$ cat config.mk
export PLATFORM = sky130hd
export DESIGN_NAME = sdtq_delay
export DESIGN_NICKNAME = d
export VERILOG_FILES = /design/src/rtl/sdtq_pkg.sv /design/src/rtl/sdtq_delay.sv
export SDC_FILE = /design/constraint.sdc
export NUM_CORES = 2
export LEC_CHECK = 0
export BUFFER_PORTS_ARGS = -buffer_cell sky130_fd_sc_hd__buf_2
export CELL_PAD_IN_SITES_DETAIL_PLACEMENT = 1
export CELL_PAD_IN_SITES_GLOBAL_PLACEMENT = 1
export CORE_MARGIN = 2
export CORE_UTILIZATION = 46
export DETAILED_ROUTE_END_ITERATION = 8
export GPL_ROUTABILITY_DRIVEN = 0
export PLACE_DENSITY = 0.88
export SLEW_MARGIN = 25
export SYNTH_ARGS = -nofsm -noshare
export SYNTH_HDL_FRONTEND = slang
export SYNTH_SLANG_ARGS = --single-unit
export TNS_END_PERCENT = 100
$ cat constraint.sdc
create_clock -name clk -period 9.35 [get_ports clk]
set_clock_uncertainty 0.05 [all_clocks]
set_input_delay 1.4025 -clock clk [delete_from_list [all_inputs] [get_ports clk]]
set_output_delay 1.4025 -clock clk [all_outputs]
set_load 0.02 [all_outputs]
$ cat src/rtl/sdtq_pkg.sv
package sdtq_pkg;

  localparam int TICK_W = 64;
  localparam int ID_W = 8;
  localparam int TPS_W = 16;
  localparam int MS_W = 31;
  localparam int PROD_W = TPS_W + MS_W;
  localparam int MS_PER_SEC = 1000;
  localparam int REM_W = $clog2(MS_PER_SEC);
  localparam int KIND_W = 2;

  localparam logic [TPS_W-1:0] TPS_RESET = TPS_W'(100);

  localparam logic [KIND_W-1:0] KIND_ACCEPT = 2'd0;
  localparam logic [KIND_W-1:0] KIND_REJECT = 2'd1;
  localparam logic [KIND_W-1:0] KIND_WAKE = 2'd2;

  typedef struct packed {
    logic [TICK_W-1:0] deadline;
    logic [ID_W-1:0] owner;
  } entry_t;

  typedef struct packed {
    logic start;
    logic [TPS_W-1:0] tps;
    logic [MS_W-1:0] ms;
    logic [TICK_W-1:0] now;
  } dly_req_t;

  typedef struct packed {
    logic done;
    logic [TICK_W-1:0] deadline;
  } dly_rsp_t;

endpackage

$ cat src/rtl/sdtq_delay.sv
module sdtq_delay
  import sdtq_pkg::*;
(
  input  logic     clk,
  input  logic     rst,
  input  dly_req_t req,
  output dly_rsp_t rsp
);

  localparam logic [2:0] D_IDLE = 3'd0;
  localparam logic [2:0] D_MUL = 3'd1;
  localparam logic [2:0] D_QUO = 3'd2;
  localparam logic [2:0] D_REM = 3'd3;
  localparam logic [2:0] D_ADD = 3'd4;
  localparam int DIG_W = 16;
  localparam int N_DIG = (PROD_W + DIG_W - 1) / DIG_W;
  localparam int QW = N_DIG * DIG_W;
  localparam int CNT_W = $clog2(N_DIG + 1);
  localparam int DIV_W = REM_W + DIG_W;
  localparam int RECIP_SH = 36;
  localparam int RECIP_W = 27;
  localparam logic [RECIP_W-1:0] RECIP =
    RECIP_W'(((64'd1 << RECIP_SH) + 64'(MS_PER_SEC) - 64'd1) / 64'(MS_PER_SEC));
  localparam int MUL_W = DIV_W + RECIP_W;

  logic [2:0] state;
  logic [CNT_W-1:0] cnt;
  logic [TPS_W-1:0] tps;
  logic [MS_W-1:0] ms;
  logic [TICK_W-1:0] now;
  logic [QW-1:0] prod;
  logic [REM_W-1:0] rem;
  logic [DIG_W-1:0] digit;
  logic [DIV_W-1:0] dividend;
  logic [MUL_W-1:0] scaled;
  logic [DIV_W-1:0] back;
  logic [DIV_W-1:0] rem_full;
  logic [TICK_W:0] sum;
  logic done;
  logic [TICK_W-1:0] deadline;

  assign dividend = {rem, prod[QW-1 -: DIG_W]};
  assign scaled = MUL_W'(dividend) * MUL_W'(RECIP);
  assign back = DIV_W'(digit) * DIV_W'(MS_PER_SEC);
  assign rem_full = dividend - back;
  assign sum = {1'b0, now} + (TICK_W + 1)'(prod);

  always_ff @(posedge clk) begin
    if (rst) begin
      state <= D_IDLE;
      done <= 1'b0;
    end else begin
      done <= 1'b0;
      case (state)
        D_IDLE: begin
          if (req.start) begin
            tps <= req.tps;
            ms <= req.ms;
            now <= req.now;
            state <= D_MUL;
          end
        end
        D_MUL: begin
          prod <= QW'(PROD_W'(tps) * PROD_W'(ms));
          rem <= '0;
          cnt <= CNT_W'(N_DIG);
          state <= D_QUO;
        end
        D_QUO: begin
          // quotient digit by reciprocal multiply
          digit <= scaled[RECIP_SH +: DIG_W];
          state <= D_REM;
        end
        D_REM: begin
          rem <= rem_full[REM_W-1:0];
          prod <= {prod[QW-DIG_W-1:0], digit};
          cnt <= cnt - CNT_W'(1);
          if (cnt == CNT_W'(1)) begin
            state <= D_ADD;
          end else begin
            state <= D_QUO;
          end
        end
        D_ADD: begin
          // saturate on carry out
          deadline <= sum[TICK_W] ? '1 : sum[TICK_W-1:0];
          done <= 1'b1;
          state <= D_IDLE;
        end
        default: begin
          state <= D_IDLE;
        end
      endcase
    end
  end

  assign rsp.done = done;
  assign rsp.deadline = deadline;

endmodule

## Yosys cells after proc, flatten, opt, wreduce, memory -nomap -nowiden

Index checks and enable logic that the tools add are counted.
W data, S select, Z words.

| word-level totals | value |
|---|---|
| bits in registers | 255 |
| input bits | 114 |
| output and inout port bits | 65 |
| word-level logic and storage cells | 36 |

| operators by class | value |
|---|---|
| add/sub/neg operators | 3 |
| $mul | 3 |
| equal/unequal tests | 6 |
| mux-type cells | 7 |
| bitwise gates (word level) | 1 |
| reductions and logical operators | 6 |

Operators with widths:

| cell | count |
|---|---|
| $pmux W48 S2 | 1 |
| $add A64 B48 Y65 | 1 |
| $mul A26 B27 Y52 const B | 1 |
| $mul A16 B31 Y47 | 1 |
| $pmux W10 S2 | 1 |
| $mul A16 B7 Y7 const B | 1 |
| $pmux W3 S4 | 1 |
| $sub A10 B10 Y10 | 1 |
| $eq A3 B2 Y1 const B | 2 |
| $mux W3 | 2 |
| $reduce_and A2 Y1 | 3 |
| $pmux W2 S2 | 1 |
| $eq A3 B1 Y1 const B | 1 |
| $eq A3 B3 Y1 const B | 1 |
| $logic_not A3 Y1 | 1 |
| $reduce_and A3 Y1 | 1 |
| $eq A2 B1 Y1 const B | 1 |
| $ne A2 B2 Y1 const B | 1 |
| $reduce_bool A2 Y1 | 1 |
| $sub A2 B1 Y2 const B | 1 |
| $mux W1 | 1 |
| $not A1 Y1 | 1 |

## Longest topological paths before layout

| depth | value |
|---|---|
| depth after elaboration | 3 |
| mapped depth | 26 |
| depth with buffers taken out | 26 |

## Worst setup path after synthesis

OpenSTA, ideal clock, no wires.

| path | value |
|---|---|
| path type | input port to flip-flop |
| from | input rst |
| to | register deadline[0], enable pin |
| setup time | 0.670 ns |
| data arrival time | 8.114 ns |
| required time | 8.630 ns |
| path slack | 0.517 ns |
| cell stages on the path | 1 |
| path buffers | 0 |
| path through | nor4b_1 |

| between the ends | value |
|---|---|
| cells in the longest elaborated chain, start to end | 2 |

Ends and longest elaborated chain:

| what | line | RTL |
|---|---|---|
| start, declared | sdtq_delay.sv:5 | `input logic rst,` |
| $not A1 Y1 (no line) | n/a |  |
| $reduce_and A2 Y1 (no line) | n/a |  |
| end signal, assigned | sdtq_delay.sv:86 | `deadline <= sum[TICK_W] ? '1 : sum[TICK_W-1:0];` |
| end, declared | sdtq_delay.sv:40 | `logic [TICK_W-1:0] deadline;` |

No other way between the ends.
A chain may end at the register's enable or synchronous reset.

## Final worst setup path

| path | value |
|---|---|
| from | register prod[44] |
| to | register digit[9] (data pin) |

| between the ends | value |
|---|---|
| cells in the longest elaborated chain, start to end | 1 |

Ends and longest elaborated chain:

| what | line | RTL |
|---|---|---|
| start, declared | sdtq_delay.sv:31 | `logic [QW-1:0] prod;` |
| start signal, assigned | sdtq_delay.sv:64 | `prod <= QW'(PROD_W'(tps) * PROD_W'(ms));` |
| start signal, assigned | sdtq_delay.sv:76 | `prod <= {prod[QW-DIG_W-1:0], digit};` |
| $mul A26 B27 Y52 | sdtq_delay.sv:43 | `assign scaled = MUL_W'(dividend) * MUL_W'(RECIP);` |
| via scaled[45] | sdtq_delay.sv:35 | `logic [MUL_W-1:0] scaled;` |
| end signal, assigned | sdtq_delay.sv:71 | `digit <= scaled[RECIP_SH +: DIG_W];` |
| end, declared | sdtq_delay.sv:33 | `logic [DIG_W-1:0] digit;` |

The timed path passes the listed nets, and every way through them passes these cells.

==> metrics <==
most frequent cells in the layout inv_1 (870), fa_1 (621), ha_1 (453); maximum clock path buffer count 3; Worst-path clk slew 70 ps; # rows between 100 and 150; DRT iter0 DRCs 2007; Buf/Inv on CP 4; Worst Hold Class register to register; Die Area 84500 sq um; DR WL/cell 24.3 microns; Die Span X 291 microns; distinct cell type count after synthesis 82; crit path cell chain ha_1, inv_1, fa_1, fa_1, fa_1, inv_1, fa_1, fa_1, inv_1, fa_1, inv_1, ha_1, a21o_1, a21o_1, a21oi_1, o21ai_0, a22oi_1, a21oi_1, o31ai_1, nor2b_1, o21ai_0, xor2_1; Critical Path Source Type register; Worst R2R Setup Slack ~1500 ps; global-route wire length before repair 188000 microns; DR pass1 iterations 7; Final Max Slew Viols 0; status finished clean; slowest stage delay, CP ~940 ps; Post-synth EDFFs 251; Hold Crit Endpoint done; routed wire length 121000 microns; final setup fails 0; Core ar. 81700 sq um; Worst R2R Start prod[44]; initial core utilization 46.3%; crit path DAT ~8100 ps; initial antenna violation count 3; Crit path required time 9660 ps; pin count of the biggest net entering global routing 83; via count 28400; share of cells above drive strength 1 7.53%; die height 291 microns; cell count after synthesis 3788; Post-synth ARST share 0%; RSZ-0062 raised after global routing no; crit end category register; number of hold buffers added after cts 0; Crit path top cell by count fa_1; P&R area growth vs syn 8.22%; CP Class register to register; Top delay family on crit path adder cells; most common cell after layout, fill and taps aside inv_1; synthesized flop and latch total 255; sequential share of the synthesized area about a fifth; WHS approximately 530 ps; Worst Tran Pin Value 1080 ps; DP Area 39800 sq um; TritonCTS clock tree done; postcts setup bufs 0; Levels on crit path 22; post_cts resized 0; worst rel slew slack 27.7%; CP max-delay cell edfxtp_1; TNS Setup 0 ps; global route overflow 0; Worst Reg-to-Reg Cells 22; syn avg cell area 9.98 sq um; min-delay src state[2]; Mapped Area 37800 sq um; Final Instance Area 40900 sq um; hpwl dp approximately 97000 microns; Final Hold Viols 0; ys flop type edfxtp_1; Peak Freq approximately 130 MHz; Boundary Pins approximately 180; post-route DRC violation count 0; H-tree levels 1; CP max FO 9; vias in the first global route 32500; TritonCTS Buffers 31; total track usage 28.9%; CTS root buf clkbuf_16; fin crit period roughly 8000 ps; TritonCTS sink count roughly 260; worst reg2reg endpoint digit[9]; crit share post-route a little over four fifths; final net count 5095; Vias/cell 5.68; Yosys Warn Count 0; Hold Path Stages 1; Worst-Skew Late Latency around 630 ps; maximum capacitance violations 0; Antenna Violating Nets Remaining 0; syn nets 4976; Buffers on Ports 178
-- worst register-to-register path, delay by kind of cell, from the launching register on --
| family | cells | cell delay (ps) |
|---|---|---|
| buf+inv | 4 | 310 |
| flops | 1 | 940 |
| xor+xnor | 1 | 190 |
| fa+ha+maj | 8 | 3640 |
| simple gates | 1 | 380 |
| compound gates | 8 | 2030 |
-- worst max-delay path by stage --
stage	slack (ps)	start	end
after CTS	1530	tps[14]	prod[43]
after global routing	1300	tps[5]	prod[43]
after global placement	1830	tps[1]	prod[43]
final	1520	prod[44]	digit[9]
after detailed placement	1610	tps[14]	prod[43]
after floorplan	520	rst	deadline[0]
-- cell type report --
class                   instances  area, sq um
inverters                     870         3270
diodes                          1         2.50
clock inverters                26          273
well taps                    1070         1340
repair buffers                207         1210
flip-flops and latches        255         7620
clock buffers                  32          779
fillers                      9152        40800
multi-input cells            2542        26400
-- sequential cells by signal (all words and copies together) (netlist names) --
register and flops:
state 3, digit 16, prod 48, rem 10
tps 16, now 64, cnt 2, ms 31
done 1, deadline 64
-- kinds of logic after synthesis --
family | after synthesis | share of synthesized area (%)
compound gates | 447 | 7.89
xor+xnor | 107 | 2.48
fa+ha+maj | 1074 | 47.9
buf+inv | 991 | 10.0
flops | 255 | 20.1
mux | 2 | 0.0596
simple gates | 912 | 11.6
-- routing by layer --
metal | track usage (%) | vias to the layer above | share of wire, %
met4 | 13.3 | 2 | 5.2
met3 | 4.73 | 364 | 7.5
met5 | 0 | - | 0.012
li1 | - | 12100 | -
met1 | 35.5 | 14600 | 38
met2 | 49.9 | 1270 | 49
-- synthesized netlist by cell type (4+ instances only) --
master,number,share of area (%)
o21bai_1,19,0.38
buf_6,6,0.18
o21ai_1,5,0.066
clkbuf_1,103,1.0
nor2b_1,18,0.30
buf_2,8,0.11
o21ai_0,83,1.1
a211oi_1,14,0.28
fa_1,621,33
and2_1,212,3.5
nor2_1,93,0.92
o31ai_1,8,0.16
nand2_1,443,4.4
inv_1,870,8.6
a21oi_1,134,1.8
o21a_1,13,0.26
a31oi_1,27,0.45
xor2_1,41,0.95
nand4_1,16,0.26
and3_1,22,0.36
o211ai_1,11,0.22
ha_1,453,15
xnor2_1,66,1.5
dfxtp_1,4,0.21
edfxtp_1,251,20
nand3_1,33,0.44
nand2b_1,19,0.31
a21boi_0,5,0.099
o211ai_2,4,0.13
nor3_1,19,0.25
and4_1,8,0.19
or3_1,8,0.13
a211o_1,4,0.093
a41oi_1,8,0.19
a21o_1,70,1.4
or2_2,5,0.083
-- per-stage QoR --
stage / worst slack, ps / cells / util (%)
3_5_place_dp: 1610 / 4941 / 48.7
3_3_place_gp: 1830 / 4934 / 48.6
2_1_floorplan: 517 / 3788 / -
4_1_cts: 1530 / 4999 / 50.0
5_1_grt: 1300 / 5003 / 50.1
6_report: 1520 / 5003 / 50.1
Power is left out: the tool's default activity adds up to more than one toggle a clock period on the data nets, which glitch-free logic cannot reach.
